`src/efrb_pkg.sv`:
```
// Shared constants, types and helpers for the feedback echo ring buffer.
`timescale 1ns / 1ps

package efrb_pkg;

  // Ring geometry; the depth must be a power of two
  localparam int RING_DEPTH = 65536;
  localparam int ADDR_W     = $clog2(RING_DEPTH);
  localparam int CNT_W      = ADDR_W + 1;

  localparam int SAMPLE_W = 16;
  localparam int FILL_W   = 17;

  // Configuration port
  localparam int CFG_IDX_W  = 3;
  localparam int CFG_DATA_W = 18;

  localparam logic [CFG_IDX_W-1:0] REG_ECHO_MSEC     = 3'd0;
  localparam logic [CFG_IDX_W-1:0] REG_DECAY_PCT     = 3'd1;
  localparam logic [CFG_IDX_W-1:0] REG_WET_PCT       = 3'd2;
  localparam logic [CFG_IDX_W-1:0] REG_SAMPLE_RATE   = 3'd3;
  localparam logic [CFG_IDX_W-1:0] REG_CHANNEL_COUNT = 3'd4;

  localparam int ECHO_MSEC_W = 11;
  localparam int PCT_W       = 7;
  localparam int RATE_W      = 18;
  localparam int CHAN_W      = 2;

  localparam logic [ECHO_MSEC_W-1:0] ECHO_MSEC_LO   = 11'd10;
  localparam logic [ECHO_MSEC_W-1:0] ECHO_MSEC_HI   = 11'd1500;
  localparam logic [ECHO_MSEC_W-1:0] ECHO_MSEC_RST  = 11'd300;
  localparam logic [PCT_W-1:0]       DECAY_PCT_MAX  = 7'd95;
  localparam logic [PCT_W-1:0]       DECAY_PCT_RST  = 7'd50;
  localparam logic [PCT_W-1:0]       WET_PCT_MAX    = 7'd100;
  localparam logic [PCT_W-1:0]       WET_PCT_RST    = 7'd100;
  localparam logic [RATE_W-1:0]      FRAME_RATE_LO  = 18'd8000;
  localparam logic [RATE_W-1:0]      FRAME_RATE_HI  = 18'd192000;
  localparam logic [RATE_W-1:0]      RATE_RST       = 18'd48000;
  localparam logic [CHAN_W-1:0]      CHAN_MIN       = 2'd1;
  localparam logic [CHAN_W-1:0]      CHAN_MAX       = 2'd2;
  localparam logic [CHAN_W-1:0]      CHAN_RST       = 2'd2;

  // echo time * rate * channels fits in 30 bits; /1000 is >>3 then /125
  localparam int DIV_W         = 30;
  localparam int DIV_PRE_SHIFT = 3;
  // ceil(2^34/125): exact floor(n/125) for every n below 2^27
  localparam int DIV125_RECIP  = 137438954;
  localparam int DIV125_SHIFT  = 34;
  localparam int QPROD_W       = DIV_W - DIV_PRE_SHIFT + 28;

  // Q7 gains
  localparam int GAIN_W    = 8;
  localparam int Q7_ONE    = 128;
  // ceil(2^20/100): exact floor(n/100) for every n up to 12800
  localparam int GAIN_RECIP = 10486;

  localparam logic FUNC_PLAYBACK = 1'b0;
  localparam logic FUNC_CAPTURE  = 1'b1;

  localparam logic signed [SAMPLE_W-1:0] SAMPLE_MAX = 16'sh7FFF;
  localparam logic signed [SAMPLE_W-1:0] SAMPLE_MIN = 16'sh8000;

  typedef logic signed [SAMPLE_W-1:0] sample_t;

  // Derived settings handed from the config block to the datapath
  typedef struct packed {
    logic              busy;
    logic [ADDR_W-1:0] delay;
    logic [GAIN_W-1:0] fb_gain;
    logic [GAIN_W-1:0] wet_fp;
    logic [GAIN_W-1:0] dry_fp;
  } efrb_gain_t;

  // floor(pct * 128 / 100) by reciprocal multiply
  function automatic logic [GAIN_W-1:0] gain_q7(input logic [PCT_W-1:0] pct);
    logic [27:0] prod;
    prod = 28'({pct, 7'b0}) * 28'(GAIN_RECIP);
    return prod[27:20];
  endfunction

endpackage

```
`src/efrb_cfg.sv`:
```
// Configuration registers and derivation of delay in samples and Q7 gains.
`timescale 1ns / 1ps

module efrb_cfg import efrb_pkg::*; (
  input  logic                  clk,
  input  logic                  rst_n,
  input  logic                  cfg_wr_en,
  input  logic [CFG_IDX_W-1:0]  cfg_index,
  input  logic [CFG_DATA_W-1:0] cfg_wdata,
  output efrb_gain_t            gain_o
);

  typedef enum logic [1:0] {S_IDLE, S_MUL, S_DIV, S_CLAMP} state_t;

  state_t                 state_r;
  logic [ECHO_MSEC_W-1:0] echo_msec_r;
  logic [PCT_W-1:0]       decay_pct_r;
  logic [PCT_W-1:0]       wet_pct_r;
  logic [RATE_W-1:0]      rate_r;
  logic [CHAN_W-1:0]      chan_r;

  logic [DIV_W-1:0]       div_r;
  logic [ADDR_W-1:0]      delay_r;
  logic [GAIN_W-1:0]      fb_gain_r;
  logic [GAIN_W-1:0]      wet_fp_r;

  logic [ECHO_MSEC_W-1:0] wd_delay;
  logic [PCT_W-1:0]       wd_pct;
  logic [RATE_W-1:0]      wd_rate;
  logic [CHAN_W-1:0]      wd_chan;
  logic [DIV_W-2:0]       prod;
  logic [QPROD_W-1:0]     qprod;

  assign wd_delay = cfg_wdata[ECHO_MSEC_W-1:0];
  assign wd_pct   = cfg_wdata[PCT_W-1:0];
  assign wd_rate  = cfg_wdata[RATE_W-1:0];
  assign wd_chan  = cfg_wdata[CHAN_W-1:0];

  assign prod = (DIV_W-1)'(echo_msec_r) * (DIV_W-1)'(rate_r);

  // n / 1000 = (n >> 3) / 125, the second step by reciprocal multiply
  assign qprod = QPROD_W'(div_r[DIV_W-1:DIV_PRE_SHIFT]) * QPROD_W'(DIV125_RECIP);

  always_ff @(posedge clk) begin
    if (!rst_n) begin
      state_r     <= S_MUL;
      echo_msec_r <= ECHO_MSEC_RST;
      decay_pct_r <= DECAY_PCT_RST;
      wet_pct_r   <= WET_PCT_RST;
      rate_r      <= RATE_RST;
      chan_r      <= CHAN_RST;
    end else begin
      if (cfg_wr_en) begin
        unique case (cfg_index)
          REG_ECHO_MSEC: begin
            echo_msec_r <= (wd_delay < ECHO_MSEC_LO) ? ECHO_MSEC_LO :
                           (wd_delay > ECHO_MSEC_HI) ? ECHO_MSEC_HI : wd_delay;
          end
          REG_DECAY_PCT: begin
            decay_pct_r <= (wd_pct > DECAY_PCT_MAX) ? DECAY_PCT_MAX : wd_pct;
          end
          REG_WET_PCT: begin
            wet_pct_r <= (wd_pct > WET_PCT_MAX) ? WET_PCT_MAX : wd_pct;
          end
          REG_SAMPLE_RATE: begin
            rate_r <= (wd_rate < FRAME_RATE_LO) ? FRAME_RATE_LO :
                      (wd_rate > FRAME_RATE_HI) ? FRAME_RATE_HI : wd_rate;
          end
          REG_CHANNEL_COUNT: begin
            chan_r <= (wd_chan < CHAN_MIN) ? CHAN_MIN :
                      (wd_chan > CHAN_MAX) ? CHAN_MAX : wd_chan;
          end
          default: ;
        endcase
      end

      // any write restarts the derivation with the new values
      if (cfg_wr_en) begin
        state_r <= S_MUL;
      end else begin
        unique case (state_r)
          S_IDLE: ;
          S_MUL: begin
            div_r   <= (chan_r == CHAN_MAX) ? {prod, 1'b0} : {1'b0, prod};
            state_r <= S_DIV;
          end
          S_DIV: begin
            div_r   <= DIV_W'(qprod[QPROD_W-1:DIV125_SHIFT]);
            state_r <= S_CLAMP;
          end
          S_CLAMP: begin
            delay_r   <= (div_r >= DIV_W'(RING_DEPTH)) ? ADDR_W'(RING_DEPTH - 1)
                                                        : div_r[ADDR_W-1:0];
            fb_gain_r <= gain_q7(decay_pct_r);
            wet_fp_r  <= gain_q7(wet_pct_r);
            state_r   <= S_IDLE;
          end
          default: state_r <= S_MUL;
        endcase
      end
    end
  end

  assign gain_o.busy    = (state_r != S_IDLE);
  assign gain_o.delay   = delay_r;
  assign gain_o.fb_gain = fb_gain_r;
  assign gain_o.wet_fp  = wet_fp_r;
  assign gain_o.dry_fp  = GAIN_W'(Q7_ONE) - wet_fp_r;

endmodule

```
`config.mk`:
```
export PLATFORM = sky130hd
export DESIGN_NAME = efrb_cfg
export DESIGN_NICKNAME = d
export VERILOG_FILES = /design/src/efrb_pkg.sv /design/src/efrb_cfg.sv
export SDC_FILE = /design/constraint.sdc
export NUM_CORES = 2
export LEC_CHECK = 0
export ABC_CLOCK_PERIOD_IN_PS = 8700
export CELL_PAD_IN_SITES_DETAIL_PLACEMENT = 0
export CELL_PAD_IN_SITES_GLOBAL_PLACEMENT = 1
export CORE_UTILIZATION = 53
export CTS_BUF_LIST = sky130_fd_sc_hd__clkbuf_8 sky130_fd_sc_hd__clkbuf_16
export DETAILED_ROUTE_END_ITERATION = 16
export DONT_BUFFER_PORTS = 1
export HOLD_SLACK_MARGIN = 0.1
export PLACE_DENSITY_LB_ADDON = 0.1
export SLEW_MARGIN = 10
export SYNTH_ARGS = -nofsm -noshare
export SYNTH_HDL_FRONTEND = slang
export SYNTH_SLANG_ARGS = --single-unit
```
`constraint.sdc`:
```
create_clock -name clk -period 8.7 [get_ports clk]
set_input_delay 0 -clock clk [delete_from_list [all_inputs] [get_ports clk]]
set_output_delay 0 -clock clk [all_outputs]
set_load 0.05 [all_outputs]
```
-- After elaboration in Yosys (flattened, before gate mapping)
Cells that the tools add are included.
- add/subtract/negate cells: 1
- multipliers: 4
- $lt $le $gt $ge: 9
- eq/ne operators: 8
- mux-type cells: 11
- bitwise operators: 2
- reductions and logical operators: 12
- operators with widths (operator ; count):
    case mux 30 bit (2 select lines) ; 1
    multiplier 27 x 27 -> 54 bit (second input constant) ; 1
    multiplier 7 x 13 -> 20 bit (second input constant) ; 2
    two-way mux 18 bit ; 2
    >= comparator 30 x 17 -> 1 bit (second input constant) ; 1
    two-way mux 30 bit ; 1
    multiplier 11 x 18 -> 29 bit ; 1
    two-way mux 11 bit ; 2
    > comparator 18 bit (second input constant) ; 1
    < comparator 18 x 13 -> 1 bit (second input constant) ; 1
    > comparator 7 bit (second input constant) ; 2
    two-way mux 7 bit ; 2
    > comparator 11 bit (second input constant) ; 1
    < comparator 11 x 4 -> 1 bit (second input constant) ; 1
    AND reduction 2 bit ; 5
    subtractor 8 bit (first input constant) ; 1
    equality test 2 bit (second input constant) ; 3
    equality test 3 x 2 -> 1 bit (second input constant) ; 2
    case mux 2 bit (3 select lines) ; 1
    AND reduction 3 bit ; 2
    two-way mux 2 bit ; 2
    nonzero test 2 bit ; 2
    equality test 3 x 1 -> 1 bit (second input constant) ; 1
    equality test 3 bit (second input constant) ; 1
    7 further kinds ; 8
- register bits: 109
- output and inout port bits: 41
- logic and storage cells: 57

-- Depth between registers and ports, before layout
- depth after elaboration: 3
- depth in mapped cells: 24
- depth with buffers taken out: 24

-- Worst setup path before layout
OpenSTA, ideal clock, no wires.
- path type: register -> register
- start point: register div_r[29]
- end point: register div_r[18], data pin
- library setup time: 0.256 ns
- arrival time: 6.025 ns
- setup slack: 2.419 ns
- stages on the path, launching flop included: 23
- buffers on the path: 0
- clock period less this slack: 6.281 ns
- cells stage by stage: edfxtp_1 inv_1 ha_1 inv_1 fa_1 inv_1 ha_1 fa_1 fa_1 fa_1 inv_1 fa_1 inv_1 ha_1 nand3_1 nor4_1 o211ai_1 a211oi_1 o21ai_1 a211oi_1 o31a_1 o21ai_0 a31o_2
- word-level cells in the longest chain between the ends: 2
- ends and longest elaborated chain (what ; RTL line ; RTL):
    start, declared ; efrb_cfg.sv:22 ; logic [DIV_W-1:0] div_r;
    start signal, assigned ; efrb_cfg.sv:84 ; div_r <= (chan_r == CHAN_MAX) ? {prod, 1'b0} : {1'b0, prod};
    start signal, assigned ; efrb_cfg.sv:88 ; div_r <= DIV_W'(qprod[QPROD_W-1:DIV125_SHIFT]);
    multiplier 27 x 27 -> 54 bit ; efrb_cfg.sv:42 ; assign qprod = QPROD_W'(div_r[DIV_W-1:DIV_PRE_SHIFT]) * QPROD_W'(DIV125_RECIP);
    case mux 30 bit (2 select lines) ; efrb_cfg.sv:81 ; unique case (state_r)
No other way between the ends.
A chain may end at the register's enable or synchronous reset.

-- Worst setup path after layout
Ends and elaborated chain as after synthesis.

==> results.yml <==
outcome:
  outcome: "finished, final reports clean"
cells_and_area:
  mostFrequentLayoutCell: "inv_1"
  ff_latch_area_um2: 2800
  layout-drive-gt1-share_pct: 1.67
  num_antenna_cells: 0
  fin_nets: 3526
  syn2layout_area_growth_pct: 5.22
  final_cell_mix: "658 x inv_1, 474 x ha_1, 402 x fa_1"
  fillerInstances: 4115
  multi_input_area_um2: 19100
logic_synthesis:
  synth_top_family_by_area: "adder cells"
  synth_compound_area_share_pct: 7.86
  synth-seq-cells: 109
  synthArstFlopShare_pct: 0
  synthDistinctLibCells: 72
  ys.flop_type: "edfxtp_1"
  synth.avg_cell_area_um2: 9.38
  ys_seq_area_share_pct: 11.4
  synth_fa_ha_area_share_pct: 56.7
  synth_simple_gate_area_share_pct: 10.8
  muxShareOfSynthArea_pct: 0.345
  synth_warnings: 0
  syn_nets: 3530
  synth-edff-count: 62
  synthXorXnorAreaFrac_pct: 1.81
  syn_inst: 2630
  synthesis.area_um2: 24700
sta:
  hold_ws_ns: 0.128
  tns_ns: 0
  slew_violations: 0
  min_period_ns: 7.64
  clock-skew-final_ns: 0.0182
  fmax_mhz: 131
  period_share_pct: 87.8
  max_slew_margin_pct: 26.6
  hold_viol: 0
  rsz0062_at_grt: "no"
  tightest_slew_ns: 1.09
  final-setup-viol-count: 0
routing:
  avgRoutedWirePerCell_um: 18.8
  ant_nets: 0
  drc: 0
  vias_per_cell: 5.40
  drt_first_iter_violations: 893
  routed_wl_um: 60700
  vias: 17450
  first_pass_iters: 5
worst_setup_path:
  r2r-end: "div_r[18]$_DFFE_PP_"
  critPathLaunch: "div_r[29]$_SDFFCE_PP0P_"
  cp_slowest_cell: "nor4_1"
  reg2reg_slack_ns: 1.06
  r2r_cells: 22
  cp.arrival_ns: 7.79
  critPathRequiredTime_ns: 8.85
  crit_chain: "inv_1 -> ha_1 -> inv_1 -> fa_1 -> inv_1 -> ha_1 -> fa_1 -> fa_1 -> fa_1 -> inv_1 -> fa_1 -> inv_1 -> ha_1 -> nand3_1 -> nor4_1 -> o211ai_1 -> a211oi_1 -> o21ai_1 -> a211oi_1 -> o31a_1 -> o21ai_0 -> a31o_2"
  critical_path_class: "reg -> reg"
  critPathMaxFanout: 9
  startpoint_type: "register"
  r2r-start: "div_r[29]$_SDFFCE_PP0P_"
  crit_path_end_kind: "register"
  cpPeakStageDelay_ns: 0.76
cts:
  cts_buffer_depth: 2
  post_cts_resized: 0
  cts_tree: "yes"
  cts_sinks: 109
  post_cts_buffers: 0
  cts_made_buffers: 9
  cts_root_buf: "clkbuf_16"
  cts.htree.levels: 3
  clk_latency_ns: 0.41
  cts_hold_buf: 47
  cts.clk_slew.worst_paths_ns: 0.08
floorplan:
  die_h_um: 218
  die_area_um2: 47400
  core_um2: 45700
  die_w_um: 218
  row_count: 78
  initial_core_util_pct: 54.0
  ios: 65
grt:
  grt_usage_pct: 27.4
  grt_antenna_before_repair: 1
  overflow: 0
  grt_max_degree: 43
  grt_pass1_wl_um: 100000
  grt_pass1_vias: 18583
min_path:
  hold_start: "cfg_wdata[0]"
  hp-class: "in -> reg"
  min_path_cells: 5
  hold_end: "wet_pct_r[0]$_SDFFE_PN0P_"
placed_design:
  gp_congestion: 0.946
  dp_hpwl_um: 52500
  port_buffers: 0
flow_run:
  drv_cap: 0
-- synthesized netlist by cell type (4+ instances only) --
master,number,share of area [%]
inv_1,657,10
ha_1,474,24
fa_1,402,33
nand2_1,209,3.2
nor2_1,100,1.5
a21oi_1,89,1.8
and2_1,80,2.0
o21ai_0,70,1.4
clkbuf_1,62,0.94
edfxtp_1,62,7.6
dfxtp_1,47,3.8
xnor2_1,34,1.2
nor3_1,33,0.67
nand3_1,31,0.63
a21o_1,24,0.73
nand2b_1,19,0.48
a211oi_1,18,0.55
xor2_1,17,0.60
o21a_1,16,0.49
a31oi_1,13,0.33
and3_1,13,0.33
or3_1,11,0.28
a22oi_1,10,0.30
nand4_1,10,0.25
o211ai_1,10,0.30
nor4_1,9,0.23
or2_2,9,0.23
o21bai_1,8,0.24
mux2i_1,7,0.28
nor2b_1,7,0.18
and4_1,5,0.18
a211o_1,4,0.14
nand3b_1,4,0.12
o22ai_1,4,0.10
o31ai_1,4,0.12
-- final cells by class --
class	instances	area share [%]
repair buffers	53	1.99
clock buffers	9	0.868
well taps	600	2.89
multi-input cells	1795	73.7
inverters	658	9.52
clock inverters	7	0.270
flip-flops and latches	109	10.8
-- through the flow --
stage / utilization [%] / instances / cell area, um^2 / worst slack, ns
2_1_floorplan: - / 2630 / 24700 / 2.42
3_3_place_gp: 55.1 / 3168 / 25200 / 1.26
3_5_place_dp: 55.1 / 3168 / 25200 / 1.09
4_1_cts: 56.8 / 3231 / 25900 / 1.07
5_1_grt: 56.8 / 3231 / 25900 / 0.644
6_report: 56.8 / 3231 / 25900 / 1.06
-- worst max-delay path, delay by kind of cell, from the launching register on --
kind | cells | cell delay (ns)
buffers and inverters | 5 | 0.45
DFF | 1 | 0.56
adders and majority gates | 8 | 3.61
AOI/OAI and AO/OA | 7 | 1.88
and+or+nand+nor | 2 | 0.90
-- sequential cells by signal, summed over array words and instances (netlist names) --
register	flops
chan_r	2
decay_pct_r	7
delay_r	16
div_r	30
echo_msec_r	11
fb_gain_r	8
rate_r	18
state_r	2
wet_fp_r	8
wet_pct_r	7
-- worst max path at each step --
stage | endpoint | depth (start not counted) | slack, ns
2_1_floorplan | div_r[18]$_DFFE_PP_ | 22 | 2.42
3_5_place_dp | div_r[18]$_DFFE_PP_ | 22 | 1.09
5_1_grt | div_r[11]$_DFFE_PP_ | 22 | 0.64
3_3_place_gp | div_r[18]$_DFFE_PP_ | 22 | 1.26
6_report | div_r[18]$_DFFE_PP_ | 22 | 1.06
4_1_cts | div_r[18]$_DFFE_PP_ | 22 | 1.07
-- kinds of logic (layout without fill, tap and decap cells) --
family,Yosys count,in the layout
and+or+nand+nor,554,554
AOI/OAI and AO/OA,306,306
muxes,8,8
DFF,109,109
adders and majority gates,876,876
buffers and inverters,726,727
xor gates and xnor gates,51,51
-- layer usage --
layer	wire [um]	share of wire, %	GRT usage [%]
met1	27900	46	37.3
met2	29900	49	47.3
met3	2030	3.3	2.90
met4	881	1.5	5.54
met5	11	0.018	0
Power is left out: the tool's default activity adds up to more than one toggle a clock period on the data nets, which glitch-free logic cannot reach.
